**src/design/bed_pkg.sv**
```systemverilog
// Shared types and constants of the button event detector.
// Used by bed_core and button_event_detector; no dependencies.
package bed_pkg;

	// Time base width, result queue depth and register reset values
	localparam int TIME_WIDTH_DEF = 32;
	localparam int FIFO_DEPTH     = 4;

	localparam logic        RST_ACTIVE_HIGH  = 1'b0;
	localparam logic [15:0] RST_DEBOUNCE     = 16'd20;
	localparam logic [15:0] RST_CLICK_MAX    = 16'd1000;
	localparam logic [15:0] RST_LONG_PRESS   = 16'd3000;
	localparam logic [15:0] RST_REPEAT_FIRST = 16'd1000;
	localparam logic [15:0] RST_REPEAT_FLOOR = 16'd100;
	localparam logic [15:0] RST_REPEAT_STEP  = 16'd200;
	localparam logic [7:0]  RST_BUTTON_ID    = 8'd1;

	// Configuration register indexes
	localparam logic [3:0] REG_ACTIVE_HIGH  = 4'd0;
	localparam logic [3:0] REG_DEBOUNCE     = 4'd1;
	localparam logic [3:0] REG_CLICK_MAX    = 4'd2;
	localparam logic [3:0] REG_LONG_PRESS   = 4'd3;
	localparam logic [3:0] REG_REPEAT_FIRST = 4'd4;
	localparam logic [3:0] REG_REPEAT_FLOOR = 4'd5;
	localparam logic [3:0] REG_REPEAT_STEP  = 4'd6;
	localparam logic [3:0] REG_BUTTON_ID    = 4'd7;

	// Event codes
	localparam logic [2:0] EV_PRESSED  = 3'd0;
	localparam logic [2:0] EV_CLICKED  = 3'd1;
	localparam logic [2:0] EV_RELEASED = 3'd2;
	localparam logic [2:0] EV_TIMEOUT  = 3'd3;
	localparam logic [2:0] EV_REPEAT   = 3'd4;

	typedef struct packed {
		logic        active_high;
		logic [15:0] debounce_ms;
		logic [15:0] click_max_ms;
		logic [15:0] long_press_ms;
		logic [15:0] repeat_first_ms;
		logic [15:0] repeat_floor_ms;
		logic [15:0] repeat_step_ms;
		logic [7:0]  button_id;
	} bed_cfg_t;

	// Events produced by one poll: count 0..2, first and second code
	typedef struct packed {
		logic [1:0] cnt;
		logic [2:0] code0;
		logic [2:0] code1;
	} bed_evt_t;

endpackage

```
**src/design/button_event_detector.sv**
```systemverilog
// Top level of the button event detector: input register, configuration
// registers, phase machine (bed_core) and result queue. Depends on bed_pkg.
//
// Usage:
//   s_* carries polls: s_tdata bit 0 is the raw pin level, bits 32:1 the
//   millisecond timestamp. Each poll yields zero, one or two events on m_*:
//   m_tuser holds the event code, m_tdata the button identifier and m_tlast
//   marks the last event of a poll.
//   cfg_* writes register cfg_index with cfg_data; it is always ready and an
//   index past the register list is dropped.
// Timing:
//   A poll is registered on transfer, evaluated from the input register once
//   the queue has room, and its events are offered on m_* from the queue.
//   One poll per cycle is taken while events drain at one per cycle and the
//   queue has room; a poll giving two events adds a second event to drain.
//   The rate is set by the four-entry result queue, which must hold room for
//   two events before a poll is evaluated.
// Reset: phase idle, level released, registers at defaults, queue empty.
// Stall: when m_tready stays low the queue fills, evaluation pauses and
//   s_tready drops once the input register is also full; nothing is lost.
module button_event_detector
	import bed_pkg::*;
#(
	parameter int TIME_WIDTH = TIME_WIDTH_DEF
) (
	input  logic        clk,
	input  logic        arst_n,
	input  logic        s_tvalid,
	output logic        s_tready,
	input  logic [39:0] s_tdata,   // [0] raw_level, [32:1] now_ms, rest zero
	output logic        m_tvalid,
	input  logic        m_tready,
	output logic [7:0]  m_tdata,   // [7:0] source_id
	output logic [2:0]  m_tuser,   // [2:0] event_code
	output logic        m_tlast,   // final_event
	input  logic        cfg_valid,
	output logic        cfg_ready,
	input  logic [3:0]  cfg_index,
	input  logic [15:0] cfg_data
);

	localparam int PTR_W = $clog2(FIFO_DEPTH);
	localparam int CNT_W = $clog2(FIFO_DEPTH + 1);

	bed_cfg_t              cfg_q;
	logic                  valid_s1;
	logic                  raw_s1;
	logic [TIME_WIDTH-1:0] now_s1;
	logic                  fire;
	bed_evt_t              evt;

	logic [2:0]            code_q [FIFO_DEPTH];
	logic                  last_q [FIFO_DEPTH];
	logic [PTR_W-1:0]      wr_q, rd_q, wr_nxt;
	logic [CNT_W-1:0]      cnt_q;
	logic                  pop;

	// Configuration registers
	assign cfg_ready = 1'b1;

	always_ff @(posedge clk or negedge arst_n) begin
		if (!arst_n) begin
			cfg_q.active_high     <= RST_ACTIVE_HIGH;
			cfg_q.debounce_ms     <= RST_DEBOUNCE;
			cfg_q.click_max_ms    <= RST_CLICK_MAX;
			cfg_q.long_press_ms   <= RST_LONG_PRESS;
			cfg_q.repeat_first_ms <= RST_REPEAT_FIRST;
			cfg_q.repeat_floor_ms <= RST_REPEAT_FLOOR;
			cfg_q.repeat_step_ms  <= RST_REPEAT_STEP;
			cfg_q.button_id       <= RST_BUTTON_ID;
		end else if (cfg_valid && cfg_ready) begin
			case (cfg_index)
				REG_ACTIVE_HIGH:  cfg_q.active_high     <= cfg_data[0];
				REG_DEBOUNCE:     cfg_q.debounce_ms     <= cfg_data;
				REG_CLICK_MAX:    cfg_q.click_max_ms    <= cfg_data;
				REG_LONG_PRESS:   cfg_q.long_press_ms   <= cfg_data;
				REG_REPEAT_FIRST: cfg_q.repeat_first_ms <= cfg_data;
				REG_REPEAT_FLOOR: cfg_q.repeat_floor_ms <= cfg_data;
				REG_REPEAT_STEP:  cfg_q.repeat_step_ms  <= cfg_data;
				REG_BUTTON_ID:    cfg_q.button_id       <= cfg_data[7:0];
				default: ;
			endcase
		end
	end

	// Input register; evaluation needs room for two events in the queue
	assign fire     = valid_s1 && (cnt_q <= CNT_W'(FIFO_DEPTH - 2));
	assign s_tready = !valid_s1 || fire;

	always_ff @(posedge clk or negedge arst_n) begin
		if (!arst_n) begin
			valid_s1 <= 1'b0;
		end else if (s_tready) begin
			valid_s1 <= s_tvalid;
		end
	end

	always_ff @(posedge clk) begin
		if (s_tvalid && s_tready) begin
			raw_s1 <= s_tdata[0];
			now_s1 <= TIME_WIDTH'(s_tdata[32:1]);
		end
	end

	bed_core #(
		.TIME_WIDTH (TIME_WIDTH)
	) u_core (
		.clk       (clk),
		.arst_n    (arst_n),
		.cfg       (cfg_q),
		.fire      (fire),
		.raw_level (raw_s1),
		.now       (now_s1),
		.evt       (evt)
	);

	// Result queue: up to two writes and one read per cycle
	assign pop    = m_tvalid && m_tready;
	assign wr_nxt = wr_q + PTR_W'(1);

	always_ff @(posedge clk) begin
		if (fire && evt.cnt != 2'd0) begin
			code_q[wr_q] <= evt.code0;
			last_q[wr_q] <= (evt.cnt == 2'd1);
		end
		if (fire && evt.cnt == 2'd2) begin
			code_q[wr_nxt] <= evt.code1;
			last_q[wr_nxt] <= 1'b1;
		end
	end

	always_ff @(posedge clk or negedge arst_n) begin
		if (!arst_n) begin
			wr_q  <= '0;
			rd_q  <= '0;
			cnt_q <= '0;
		end else begin
			if (fire) begin
				wr_q <= wr_q + PTR_W'(evt.cnt);
			end
			if (pop) begin
				rd_q <= rd_q + PTR_W'(1);
			end
			cnt_q <= cnt_q + (fire ? CNT_W'(evt.cnt) : CNT_W'(0)) - CNT_W'(pop);
		end
	end

	assign m_tvalid = (cnt_q != '0);
	assign m_tuser  = code_q[rd_q];
	assign m_tlast  = last_q[rd_q];
	assign m_tdata  = cfg_q.button_id;

	// Checks
	a_cnt_bound: assert property (@(posedge clk) disable iff (!arst_n)
		cnt_q <= CNT_W'(FIFO_DEPTH))
		else $error("result queue overflow");

	a_two_is_click: assert property (@(posedge clk) disable iff (!arst_n)
		(fire && evt.cnt == 2'd2) |-> (evt.code0 == EV_CLICKED && evt.code1 == EV_RELEASED))
		else $error("two events in one poll must be clicked then released");

	a_no_drop: assert property (@(posedge clk) disable iff (!arst_n)
		(valid_s1 && !fire) |=> (valid_s1 && $stable(now_s1) && $stable(raw_s1)))
		else $error("pending poll lost while queue was full");

	a_evt_cnt: assert property (@(posedge clk) disable iff (!arst_n)
		evt.cnt != 2'd3)
		else $error("more than two events in one poll");

endmodule

```
**src/design/bed_core.sv**
```systemverilog
// Button phase machine: debounce, click, long press and accelerating repeat.
// Depends on bed_pkg for the configuration and event types.
module bed_core
	import bed_pkg::*;
#(
	parameter int TIME_WIDTH = TIME_WIDTH_DEF
) (
	input  logic                  clk,
	input  logic                  arst_n,
	input  bed_cfg_t              cfg,
	input  logic                  fire,
	input  logic                  raw_level,
	input  logic [TIME_WIDTH-1:0] now,
	output bed_evt_t              evt
);

	localparam logic [1:0] PH_IDLE      = 2'd0;
	localparam logic [1:0] PH_DEBOUNCE  = 2'd1;
	localparam logic [1:0] PH_HOLD      = 2'd2;
	localparam logic [1:0] PH_HOLD_LONG = 2'd3;

	logic [1:0]            phase_q, phase_d;
	logic                  acc_rel_q, acc_rel_d;
	logic [TIME_WIDTH-1:0] deb_start_q, deb_start_d;
	logic [TIME_WIDTH-1:0] press_start_q, press_start_d;
	logic [TIME_WIDTH-1:0] rep_start_q, rep_start_d;
	logic [15:0]           rep_int_q, rep_int_d;

	logic                  rel;
	logic                  press_ok, release_ok;
	logic [TIME_WIDTH-1:0] el_deb, el_press, el_rep;
	logic                  deb_done, click_ok, long_due, rep_due;
	logic [15:0]           rep_dec, rep_shrunk;

	// Level and elapsed-time terms, all modulo 2^TIME_WIDTH
	assign rel        = cfg.active_high ? ~raw_level : raw_level;
	assign press_ok   = !rel && acc_rel_q;
	assign release_ok = rel && !acc_rel_q;
	assign el_deb     = now - deb_start_q;
	assign el_press   = now - press_start_q;
	assign el_rep     = now - rep_start_q;
	assign deb_done   = el_deb >= TIME_WIDTH'(cfg.debounce_ms);
	assign click_ok   = el_press <= TIME_WIDTH'(cfg.click_max_ms);
	assign long_due   = el_press >= TIME_WIDTH'(cfg.long_press_ms);
	assign rep_due    = el_rep >= TIME_WIDTH'(rep_int_q);

	// Saturating shrink, floored at the minimum interval
	assign rep_dec    = (rep_int_q > cfg.repeat_step_ms) ? rep_int_q - cfg.repeat_step_ms
		: 16'd0;
	assign rep_shrunk = (rep_dec <= cfg.repeat_floor_ms) ? cfg.repeat_floor_ms : rep_dec;

	// Next state and events of this poll
	always_comb begin
		phase_d       = phase_q;
		acc_rel_d     = acc_rel_q;
		deb_start_d   = deb_start_q;
		press_start_d = press_start_q;
		rep_start_d   = rep_start_q;
		rep_int_d     = rep_int_q;
		evt.cnt       = 2'd0;
		evt.code0     = EV_PRESSED;
		evt.code1     = EV_RELEASED;
		case (phase_q)
			PH_IDLE: begin
				if (press_ok) begin
					deb_start_d = now;
					phase_d     = PH_DEBOUNCE;
				end
			end
			PH_DEBOUNCE: begin
				if (deb_done) begin
					if (press_ok) begin
						evt.cnt       = 2'd1;
						evt.code0     = EV_PRESSED;
						press_start_d = now;
						rep_start_d   = now;
						rep_int_d     = cfg.repeat_first_ms;
						acc_rel_d     = 1'b0;
						phase_d       = PH_HOLD;
					end else if (release_ok) begin
						if (click_ok) begin
							evt.cnt   = 2'd2;
							evt.code0 = EV_CLICKED;
							evt.code1 = EV_RELEASED;
						end else begin
							evt.cnt   = 2'd1;
							evt.code0 = EV_RELEASED;
						end
						acc_rel_d = 1'b1;
						phase_d   = PH_IDLE;
					end else begin
						// bounce: fall back to released without an event
						acc_rel_d = 1'b1;
						phase_d   = PH_IDLE;
					end
				end
			end
			PH_HOLD: begin
				if (release_ok) begin
					deb_start_d = now;
					phase_d     = PH_DEBOUNCE;
				end else if (long_due) begin
					evt.cnt   = 2'd1;
					evt.code0 = EV_TIMEOUT;
					phase_d   = PH_HOLD_LONG;
				end else if (rep_due) begin
					evt.cnt     = 2'd1;
					evt.code0   = EV_REPEAT;
					rep_int_d   = rep_shrunk;
					rep_start_d = now;
				end
			end
			PH_HOLD_LONG: begin
				if (release_ok) begin
					deb_start_d = now;
					phase_d     = PH_DEBOUNCE;
				end else if (rep_due) begin
					evt.cnt     = 2'd1;
					evt.code0   = EV_REPEAT;
					rep_int_d   = rep_shrunk;
					rep_start_d = now;
				end
			end
			default: begin
				phase_d = PH_IDLE;
			end
		endcase
	end

	// State registers, advanced once per processed poll
	always_ff @(posedge clk or negedge arst_n) begin
		if (!arst_n) begin
			phase_q       <= PH_IDLE;
			acc_rel_q     <= 1'b1;
			deb_start_q   <= '0;
			press_start_q <= '0;
			rep_start_q   <= '0;
			rep_int_q     <= '0;
		end else if (fire) begin
			phase_q       <= phase_d;
			acc_rel_q     <= acc_rel_d;
			deb_start_q   <= deb_start_d;
			press_start_q <= press_start_d;
			rep_start_q   <= rep_start_d;
			rep_int_q     <= rep_int_d;
		end
	end

endmodule

```
**config.mk**
```make
export PLATFORM = sky130hd
export DESIGN_NAME = button_event_detector
export DESIGN_NICKNAME = d
export VERILOG_FILES = /design/src/design/bed_pkg.sv /design/src/design/button_event_detector.sv /design/src/design/bed_core.sv
export SDC_FILE = /design/constraint.sdc
export NUM_CORES = 1
export LEC_CHECK = 0
export ABC_CLOCK_PERIOD_IN_PS = 19040
export BUFFER_PORTS_ARGS = -buffer_cell sky130_fd_sc_hd__buf_2
export CAP_MARGIN = 20
export CORE_UTILIZATION = 45
export CTS_BUF_LIST = sky130_fd_sc_hd__clkbuf_4
export DETAILED_ROUTE_END_ITERATION = 7
export GPL_TIMING_DRIVEN = 0
export PLACE_DENSITY_LB_ADDON = 0.05
export SLEW_MARGIN = 20
export SYNTH_ARGS = -nofsm -noshare
export SYNTH_HDL_FRONTEND = slang
export SYNTH_SLANG_ARGS = --single-unit
```
**constraint.sdc**
```tcl
create_clock -name clk -period 19.04 [get_ports clk]
set_clock_uncertainty 0.1 [all_clocks]
set_input_delay 5.712 -clock clk [delete_from_list [all_inputs] [get_ports clk]]
set_output_delay 5.712 -clock clk [all_outputs]
set_load 0.05 [all_outputs]
```
Word level (Yosys, flattened, before mapping)
Memory sizes are Yosys's and may differ from the RTL's.
Cells that the tools add are included.
W data, S select, Z words.
{ "totals": {"reg_bits": 261, "latchBits": 0, "mem_bits_rw": 16, "romBits": 0, "output_inout_bits": 15, "elab_cells": 134, "memories": 2} }
{ "op_classes": {"addsub": 9, "multipliers": 0, "div": 0, "order_cmp": 7, "n_eq_ne": 21, "n_shift": 0, "n_mux": 43, "bitwise_logic": 1, "reduce_logical": 31} }
{ "memory_table": {"columns": ["memory", "depth", "width", "read_ports", "rd_clocked_by_memory_dff", "write_ports", "line_no", "text"], "rows": [
  ["code_q", 4, 3, 1, 0, 2, "button_event_detector.sv:52", "logic [2:0] code_q [FIFO_DEPTH];"],
  ["last_q", 4, 1, 1, 0, 2, "button_event_detector.sv:53", "logic last_q [FIFO_DEPTH];"]
]} }
{ "ops": {"columns": ["op", "count"], "rows": [
  ["$mux W32", 7],
  ["$mux W16", 8],
  ["$ge A32 B16 Y1", 3],
  ["$pmux W32 S3", 1],
  ["$sub A32 B32 Y32", 3],
  ["$pmux W32 S2", 1],
  ["$pmux W16 S3", 1],
  ["$le A32 B16 Y1", 1],
  ["$mux W5", 4],
  ["$eq A4 B3 Y1 const B", 4],
  ["$gt A16 B16 Y1", 1],
  ["$le A16 B16 Y1", 1],
  ["$mux W8", 2],
  ["$reduce_and A2 Y1", 8],
  ["$sub A16 B16 Y16", 1],
  ["$pmux W5 S3", 1],
  ["$mux W2", 7],
  ["$ne A2 B1 Y1 const B", 5],
  ["$eq A4 B2 Y1 const B", 2],
  ["$mux W4", 2],
  ["$pmux W2 S4", 1],
  ["$reduce_and A4 Y1", 2],
  ["$logic_and A1 B1 Y1", 7],
  ["$reduce_and A7 Y1", 1],
  ["22 further kinds", 38]
]} }

Logic depth before layout (Yosys ltp)
Gate-level depths: netlist of run 1.
{ "depth": {"depth_word": 11, "mapped_depth": 29} }

Hierarchy
A second synthesis of run 1 with hierarchy kept.
{ "unflattened": {"hier_cells": 2107, "area_unflattened_um2": 20343.3} }
{ "modules_own_cells": {"columns": ["mod", "instances", "cells_per_inst", "area_per_inst_um2"], "rows": [
  ["bed_core", 1, 1729, 13852.0],
  ["button_event_detector", 1, 378, 6491.2]
]} }

Worst setup path after synthesis of run 1
Ideal clock, no wire load.
{ "synth_path": {"path_kind": "input to register", "from": "in m_tready", "to": "reg cnt_q[2]", "setup_time_ns": 0.123, "arrival_time_ns": 6.988, "required_time_ns": 18.817, "setup_slack_ns": 11.829, "stages": 8, "path_buffers": 0, "path_cell_list": "and2_1 -> ha_1 -> inv_1 -> ha_1 -> inv_1 -> fa_1 -> xor2_1 -> xnor2_1"} }
{ "synth_via": {"elab_chain_len": 2} }
{ "synth_rtl": {"columns": ["item", "line_no", "text"], "rows": [
  ["start, declared", "button_event_detector.sv:32", "input logic m_tready,"],
  ["$logic_and A1 B1 Y1", "button_event_detector.sv:118", "assign pop = m_tvalid && m_tready;"],
  ["$sub A3 B1 Y3", "button_event_detector.sv:144", "cnt_q <= cnt_q + (fire ? CNT_W'(evt.cnt) : CNT_W'(0)) - CNT_W'(pop);"],
  ["end signal, assigned", "button_event_detector.sv:144", null],
  ["end, declared", "button_event_detector.sv:55", "logic [CNT_W-1:0] cnt_q;"]
]} }
Every way passes these cells.
A chain may end at the register's enable or synchronous reset.

Worst setup path after layout of run 1
{ "layout_path": {"from": "reg rd_q[0]", "to": "out m_tuser[0]"} }
{ "layout_via": {"elab_chain_len": 1} }
{ "layout_rtl": {"columns": ["item", "line_no", "text"], "rows": [
  ["start, declared", "button_event_detector.sv:54", "logic [PTR_W-1:0] wr_q, rd_q, wr_nxt;"],
  ["start signal, assigned", "button_event_detector.sv:142", "rd_q <= rd_q + PTR_W'(1);"],
  ["$mem_v2 Z4 W3", null, null],
  ["end, declared", "button_event_detector.sv:34", "output logic [2:0] m_tuser,"]
]} }
Every way passes these cells.

==> results of run 1 <==
layout make-up:
cell class / count / area (um^2)
Multi-Input combinational cell: 1596 / 11730
Sequential cell: 277 / 7053
Fill cell: 4252 / 21130
Tap cell: 585 / 732.0
Timing Repair Buffer: 76 / 473.0
Clock inverter: 35 / 173.9
Clock buffer: 118 / 885.9
Buffer: 84 / 402.9
Antenna cell: 3 / 7.507
Inverter: 230 / 863.3
power groups by stage:
stage	Combinational (mW)	Clock [mW]	Sequential, mW
floorplan	0.690	0	0.737
global placement	0.910	0	0.772
detailed placement	0.931	0	0.773
CTS	0.937	0.600	0.763
global route	1.06	0.630	0.773
finish	0.939	0.575	0.763
cells in the final DEF (no fill, tap or decap), types with 11 or more instances in the layout:
| cell | instances |
|---|---|
| nand4_1 | 35 |
| clkinv_1 | 23 |
| a21o_1 | 55 |
| xnor2_1 | 45 |
| o21a_1 | 22 |
| dfrtp_1 | 199 |
| and2_1 | 13 |
| nor3_1 | 19 |
| ha_1 | 198 |
| o21ai_0 | 187 |
| o211ai_1 | 32 |
| nand3_1 | 26 |
| a211oi_1 | 22 |
| a21oi_1 | 141 |
| nor2b_1 | 18 |
| nand2_1 | 201 |
| a2111oi_0 | 14 |
| nor2_1 | 104 |
| mux2_2 | 117 |
| clkbuf_1 | 62 |
| edfxtp_1 | 33 |
| a31oi_1 | 14 |
| and3_1 | 18 |
| a21boi_0 | 11 |
| mux2_1 | 22 |
| nand2b_1 | 15 |
| buf_2 | 72 |
| mux2i_1 | 33 |
| inv_1 | 230 |
| buf_4 | 15 |
| dfxtp_1 | 16 |
| dfstp_2 | 29 |
| nor4_1 | 12 |
| or3_1 | 18 |
| xor2_1 | 28 |
| clkbuf_4 | 118 |
| or4_1 | 13 |
worst max path at each step:
stage / endpoint / depth (start not counted) / startpoint / slack (ps)
5_1_grt: m_tuser[2] / 3 / rd_q[0] / 10770
6_report: m_tuser[0] / 3 / rd_q[0] / 10970
3_5_place_dp: cfg_q[83] / 5 / cfg_index[3] / 11380
4_1_cts: m_tuser[0] / 3 / rd_q[0] / 10860
2_1_floorplan: cnt_q[2] / 8 / m_tready / 11830
3_3_place_gp: u_core.rep_start_q[26] / 1 / arst_n / 7920
flip-flops by register name (all words and copies together) (netlist names):
name                  cells
u_core.rep_int_q         16
m_tdata                   8
u_core.press_start_q     32
u_core.phase_q            2
wr_q                      2
u_core.deb_start_q       32
cnt_q                     3
valid_s1                  1
cfg_q                    97
code_q                   12
raw_s1                    1
u_core.acc_rel_q          1
last_q                    4
now_s1                   32
rd_q                      2
u_core.rep_start_q       32
stage by stage:
stage          hold slack [ps]  power [mW]  cells  worst slack, ps  cell area [um^2]
6_report                 380.3       2.278   3004            10970             22330
2_1_floorplan            349.8       1.427   2187            11830             20030
3_3_place_gp             366.5       1.682   2843             7923             21120
3_5_place_dp             369.1       1.704   2848            11380             21260
4_1_cts                  378.1       2.300   3001            10860             22320
5_1_grt                  398.8       2.462   3003            10770             22320
routing by layer:
| layer | part of all wire | wire [um] |
|---|---|---|
| met2 | 0.43 | 24900 |
| met4 | 0.029 | 1647 |
| met3 | 0.044 | 2559 |
| met5 | 0 | 0 |
| met1 | 0.50 | 28530 |
worst register-to-register path, stage by stage (launching register included):
cell       delay, ps
dfrtp_1          390
inv_1            100
ha_1             170
inv_1             50
fa_1             410
a21o_1           180
a21oi_1          220
o21bai_1         120
a2111oi_0        980
o31ai_1          280
nor2b_1          210
o31ai_2          650
clkbuf_1         500
nor2_1           150
ha_1             320
nor2b_1          140
o21a_1           120
o21a_1           100
o21a_1           130
o21a_1           120
o211ai_1          90
a211oi_1         220
o21a_1           140
clkbuf_1         520
clkbuf_1         640
mux2i_1          260
o21ai_0          160
mux2_2           320
cell families (layout without fill, tap and decap cells):
| kind of cell | count (synthesis) | count (layout) | synth area share |
|---|---|---|---|
| other cells | 1 | 4 | 0.0001872 |
| buf+inv | 314 | 543 | 0.06320 |
| xor+xnor | 73 | 73 | 0.03191 |
| simple gates | 545 | 545 | 0.1350 |
| mux | 176 | 176 | 0.09911 |
| compound gates | 598 | 598 | 0.1899 |
| flops | 277 | 277 | 0.3520 |
| fa+ha+maj | 203 | 203 | 0.1287 |
==> reports/results.tsv, run 1 <==
stage	metric	value	unit
floorplanning	die_x	213	um
floorplanning	dieArea	0.04537	mm^2
synth	async_flop_share	0.8231	
global_routing	grt_first_pass_wirelength	91790	um
synth	syn_area_per_cell	9.161	um^2
synth	synth_nets	2455	
clock_tree	ctsLongestPathBuffers	3	
timing	setup_tns	0	ps
timing	final.min_clock_period	8066	ps
detailed_routing	drt_first_pass_iters	6	
synth	synth_edf_count	33	
critical_path	r2r_start	u_core.rep_int_q[0]	
synth	syn_inst	2187	
critical_path	worst_ep_arrival_time	2250	ps
critical_path	startpoint_type	flop	
outcome	status	finished clean	
hold_path	min_path_cells	2	
power_and_ir_drop	switchingPower	0.9148	mW
clock_tree	cts.sinks	277	
clock_tree	cts_resized	0	
synth	synth.top_cells.by_count	inv_1, nand2_1, dfrtp_1, ha_1, o21ai_0	
placement	hpwlAfterDp	45780	um
clock_tree	htree_levels	3	
hold_path	min_to	code_q[3][2]	
synth	yosysMostFrequentCell	inv_1	
layout	nNetsFinal	2615	
synth	synthDistinctLibCells	89	
global_routing	met1_usage	0.3748	
hold_path	hp-start	code_q[3][2]	
floorplanning	placementRows	76	
floorplanning	start_util	0.4610	
clock_tree	clkTransAtPathRegs	60	ps
critical_path	slowest_delay	550	ps
detailed_routing	viasPerCell	5.656	
detailed_routing	drtIter0Drc	1242	
critical_path	worstSetupEndpointType	output pin	
critical_path	rr_endpoint	u_core.rep_int_q[10]	
power_and_ir_drop	switching_share	0.4017	
synth	yosys-top-cells-area	dfrtp_1, ha_1, mux2_2	
detailed_routing	wirelength	57640	um
timing	rsz0062_at_grt	no	
critical_path	required	13230	ps
critical_path	critical_path.max_fanout	6	
floorplanning	die_h	213	um
clock_tree	root_buffer	clkbuf_4	
critical_path	slowest_stage	mux4_2	
critical_path	critical_path.cell_chain	clkbuf_1 > mux4_2 > buf_2	
critical_path	reg2reg_slack	11170	ps
synth	synth_seq_area_share	0.3520	
synth	yosys.area.top_type	dfrtp_1	
layout	fin_util	0.5137	
power_and_ir_drop	p_seq_frac	0.335	
hold_path	hp-class	flop to flop	
detailed_routing	drc_errors	0	
power_and_ir_drop	share_comb_of_total_power	0.412	
timing	setup_viol	0	
global_routing	track_usage	0.2638	
placement	gp_congestion	0.9241	
floorplanning	num_io_pins	80	
synth	syn_area	0.02003	mm^2
clock_tree	ctsHoldBuffers	0	
global_routing	grt_max_degree	72	
synth	yosysWarnings	0	
detailed_routing	wire_per_inst	19.19	um
timing	tightest_slew	1119	ps
synth	synth_top_cell_area_share	0.2486	
timing	hold_viol	0	
clock_tree	cts_tree	yes	
global_routing	gr-total-overflow	0	
global_routing	grt_pass1_vias	16871	
clock_tree	clkLatencyLatePin	830	ps
timing	finalMaxSlewViolations	0	
detailed_routing	vias	16991	
global_routing	use_met2	0.4032	
flow_run	maxCapViolCount	0	
critical_path	cpLargestDelayFamily	buffers and inverters	
clock_tree	cts-buffers-inserted	82	
layout	syn_to_final_growth	11.44	%
power_and_ir_drop	clock_power_share	0.252	
critical_path	critPathBufInv	2	
layout	drive_gt1_frac	0.1664	
power_and_ir_drop	p_leak	9.848	nW
synth	ys_seq_elements	277	
power_and_ir_drop	ir_worst_vdd	0.06180	mV
global_routing	antenna_found_initial	4	
timing	max_slew_margin	0.2347	
synth	ys.flop_type	dfrtp_1	
floorplanning	core_area	0.04346	mm^2
critical_path	reg2reg_depth	27	
global_routing	busiest_layer	met2	
timing	fin_crit_sh	0.4236	
global_routing	use_met3	0.04236	
power_and_ir_drop	p_int	1.363	mW
power_and_ir_drop	powerDensity	102.0	mW/mm^2
timing	max_freq	0.1240	GHz
detailed_routing	drt.antenna.violating_nets	0	
placement	io_buffers	71	
critical_path	crit_type	flop to output pin	
clock_tree	post-cts-setup-buffers	0	
(Power assumes the default switching activity.)
==> inputs of run 2 (changes only) <==
--- a/config.mk
+++ b/config.mk
@@ -5,7 +5,8 @@
 export SDC_FILE = /design/constraint.sdc
 export NUM_CORES = 1
 export LEC_CHECK = 0
-export ABC_CLOCK_PERIOD_IN_PS = 19040
+export ABC_AREA = 1
+export ABC_CLOCK_PERIOD_IN_PS = 7200
 export BUFFER_PORTS_ARGS = -buffer_cell sky130_fd_sc_hd__buf_2
 export CAP_MARGIN = 20
 export CORE_UTILIZATION = 45
==> constraint.sdc (replaced) <==
create_clock -name clk -period 7.2 [get_ports clk]
set_clock_uncertainty 0.1 [all_clocks]
set_input_delay 2.16 -clock clk [delete_from_list [all_inputs] [get_ports clk]]
set_output_delay 2.16 -clock clk [all_outputs]
set_load 0.05 [all_outputs]
==> run 2 against run 1 <==
Synthesized area grew 7.1%. Final area increased by 6.5%. Clock-buffer cell count is 5 lower. Non-clock buffer count fell by 23. Register-to-register slack lost 9700 ps. Sequential cell count unchanged. Highest routed layer unchanged.
==> reports/results.tsv, run 2 <==
stage	metric	value	unit	change
detailed_routing	viasPerCell	5.043		-11%
critical_path	cp-startpoint	now_s1[0]		
critical_path	slowest_stage	fa_1		
layout	final_common_cell	nand2_1		
placement	placed_cells	3858		+35%
global_routing	grt_max_degree	67		-6.9%
critical_path	worstSetupEndpointType	flop		
detailed_routing	vias	20233		+19%
critical_path	r2r_start	now_s1[0]		
layout	finalNonFillerCells	4012		+34%
floorplanning	placementRows	79		+3.9%
synth	yosysWarnings	0		unchanged
synth	async_flop_share	0.8231		unchanged
clock_tree	cts-buffers-inserted	82		unchanged
critical_path	worst_ep_arrival_time	6330	ps	+4080 ps
synth	syn_area_per_cell	6.756	um^2	-26%
hold_path	hp-class	flop to flop		
layout	final_cell_mix	nand2_1, inv_1, nor2_1		
timing	hold_viol	0		unchanged
global_routing	gr-total-overflow	0		unchanged
placement	io_buffers	71		unchanged
floorplanning	core_area	0.04675	mm^2	+7.6%
detailed_routing	wirelength	67870	um	+18%
synth	synthDistinctLibCells	59		-34%
clock_tree	cts_resized	0		unchanged
timing	max_freq	0.1755	GHz	
critical_path	slowest_delay	480	ps	-70 ps
flow_run	maxCapViolCount	0		unchanged
clock_tree	post-cts-setup-buffers	0		unchanged
global_routing	track_usage	0.2872		+0.02348
floorplanning	num_io_pins	80		unchanged
synth	synth_nets	3443		+40%
clock_tree	clkLatencyLatePin	860	ps	+30 ps
synth	synth_seq_area_share	0.3288		-0.02325
layout	drive_gt1_frac	0.09385		-0.07254
critical_path	required	7830	ps	-5400 ps
critical_path	startpoint_type	flop		
hold_path	hp-start	last_q[2]		
synth	syn_area	0.02145	mm^2	+7.1%
synth	synth.top_cells.by_count	nand2_1, inv_1, nor2_1, o21ai_0, dfrtp_1		
outcome	status	finished clean		
clock_tree	ctsLongestPathBuffers	3		unchanged
timing	finalMaxSlewViolations	0		unchanged
layout	syn_to_final_growth	10.81	%	
clock_tree	htree_levels	3		unchanged
critical_path	crit_type	flop to flop		
detailed_routing	drtIter0Drc	1225		-1.4%
synth	yosys-top-cells-area	dfrtp_1, nand2_1, ha_1		
synth	synth_edf_count	33		unchanged
timing	fin_crit_sh	0.7913		
floorplanning	start_util	0.4588		-0.002215
layout	fillCellCount	4897		+15%
clock_tree	cts_tree	yes		
power_and_ir_drop	p_leak	12.52	nW	+27%
clock_tree	clkTransAtPathRegs	70	ps	about the same
layout	largest_reg_flops	97		unchanged
power_and_ir_drop	ir_worst_vdd	0.1494	mV	+140%
placement	hpwlAfterDp	56080	um	+22%
timing	tightest_slew	870.6	ps	-248.4 ps
layout	nNetsFinal	3603		+38%
layout	fin_util	0.5084		-0.005317
global_routing	antenna_found_initial	2		-2
synth	yosysMostFrequentCell	nand2_1		
synth	syn_inst	3175		+45%
detailed_routing	drt.antenna.violating_nets	0		unchanged
floorplanning	dieArea	0.04855	mm^2	+7.0%
critical_path	reg2reg_depth	30		+11%
detailed_routing	drc_errors	0		unchanged
floorplanning	die_x	220.3	um	+3.4%
critical_path	critical_path.max_fanout	6		unchanged
timing	max_slew_margin	0.4154		+0.1807
timing	rsz0062_at_grt	no		
global_routing	grt_first_pass_wirelength	106100	um	+16%
timing	setup_viol	0		unchanged
synth	synth_top_cell_area_share	0.2322		-0.01641
clock_tree	root_buffer	clkbuf_4		
placement	gp_congestion	1.010		+9.3%
clock_tree	ctsHoldBuffers	0		unchanged
floorplanning	die_h	220.3	um	+3.4%
timing	final.min_clock_period	5697	ps	
power_and_ir_drop	powerDensity	276.0	mW/mm^2	+170%
layout	regMostFlops	cfg_q		
synth	ys_seq_elements	277		unchanged
global_routing	grt_pass1_vias	19740		+17%
detailed_routing	drt_first_pass_iters	6		unchanged
detailed_routing	wire_per_inst	16.92	um	-12%
hold_path	min_path_cells	2		unchanged
synth	ys.flop_type	dfrtp_1		
synth	yosys.area.top_type	dfrtp_1		
critical_path	cp_common_cell	nand2_1		
clock_tree	cts.sinks	277		unchanged
-- run 2: cell types whose count changed in the layout (fill, tap and decap cells not counted), sizes merged, moves of 23 or more --
cell	before	now
xnor2	45	9
xor2	28	51
o211ai	32	9
nand3	26	136
a21o	55	2
clkbuf	180	153
mux2i	33	0
nand2	201	1042
inv	232	597
o21ai	189	271
nor2	104	245
mux2	139	0
-- run 2: cell type report --
class | count | area [um^2] | area share
timing repair buffer | 76 | 503.0 | 0.02116
antenna | 6 | 15.01 | 0.0006316
multi-input combinational | 2236 | 11810 | 0.4970
sequential | 277 | 7053 | 0.2967
clock inverter | 35 | 182.7 | 0.007685
clock buffer | 113 | 848.3 | 0.03569
tap | 607 | 759.5 | 0.03195
buffer | 61 | 337.8 | 0.01421
inverter | 601 | 2257 | 0.09496
-- run 2: per-layer routing --
layer	track usage	share of wire	vias up
li1	-	-	10314
met1	0.3674	0.46	9354
met2	0.4798	0.46	444
met3	0.05581	0.049	121
met4	0.1034	0.031	0
met5	0	0	-
-- run 2: power breakdown --
| part | switching [mW] | internal (mW) |
|---|---|---|
| Sequential | 0.206 | 1.81 |
| Clock | 0.754 | 0.768 |
| Combinational | 1.99 | 1.03 |
| Total | 2.95 | 3.61 |
-- run 2: cells by family (layout without fill, tap and decap cells) --
logic type | after synthesis | after routing | share of synthesized area
AO/OA/AOI/OAI | 462 | 462 | 0.1154
buffers and inverters | 662 | 886 | 0.1210
adder cells (fa/ha/maj) | 203 | 203 | 0.1202
other | 1 | 7 | 0.0001748
AND/OR/NAND/NOR | 1510 | 1510 | 0.2900
XOR/XNOR | 60 | 60 | 0.02450
flip-flops | 277 | 277 | 0.3288
-- run 2: final timing paths --
| kind | to | slack [ps] |
|---|---|---|
| setup / recovery | cnt_q[2] | 1500 |
| setup reg to reg | cnt_q[2] | 1500 |
| hold reg to reg | last_q[2] | 370 |
| hold / removal | last_q[2] | 370 |
| max in group asynchronous | u_core.deb_start_q[18] | 4820 |
| min in group asynchronous | cfg_q[13] | 1130 |
-- run 2: metrics by stage --
| step | area (um^2) | TNS (ps) | setup slack, ps | total power [mW] | hold slack (ps) |
|---|---|---|---|---|---|
| finish | 23770 | 0 | 1503 | 6.560 | 367.1 |
| CTS | 23760 | 0 | 1529 | 6.621 | 366.5 |
| detailed placement | 22720 | 0 | 1547 | 5.060 | 350.1 |
| global placement | 22570 | -38400 | -235.1 | 4.969 | 338.6 |
| floorplan | 21450 | 0 | 2838 | 4.130 | 323.6 |
| global route | 23770 | 0 | 1187 | 7.146 | 387.2 |
-- run 2: critical path, delay by kind of cell (launching register included) --
kind	cells	cell delay, ps
buffers and inverters	4	450
AOI/OAI and AO/OA	3	320
and+or+nand+nor	14	2040
DFF	1	360
xor gates and xnor gates	3	590
adders and majority gates	6	1720
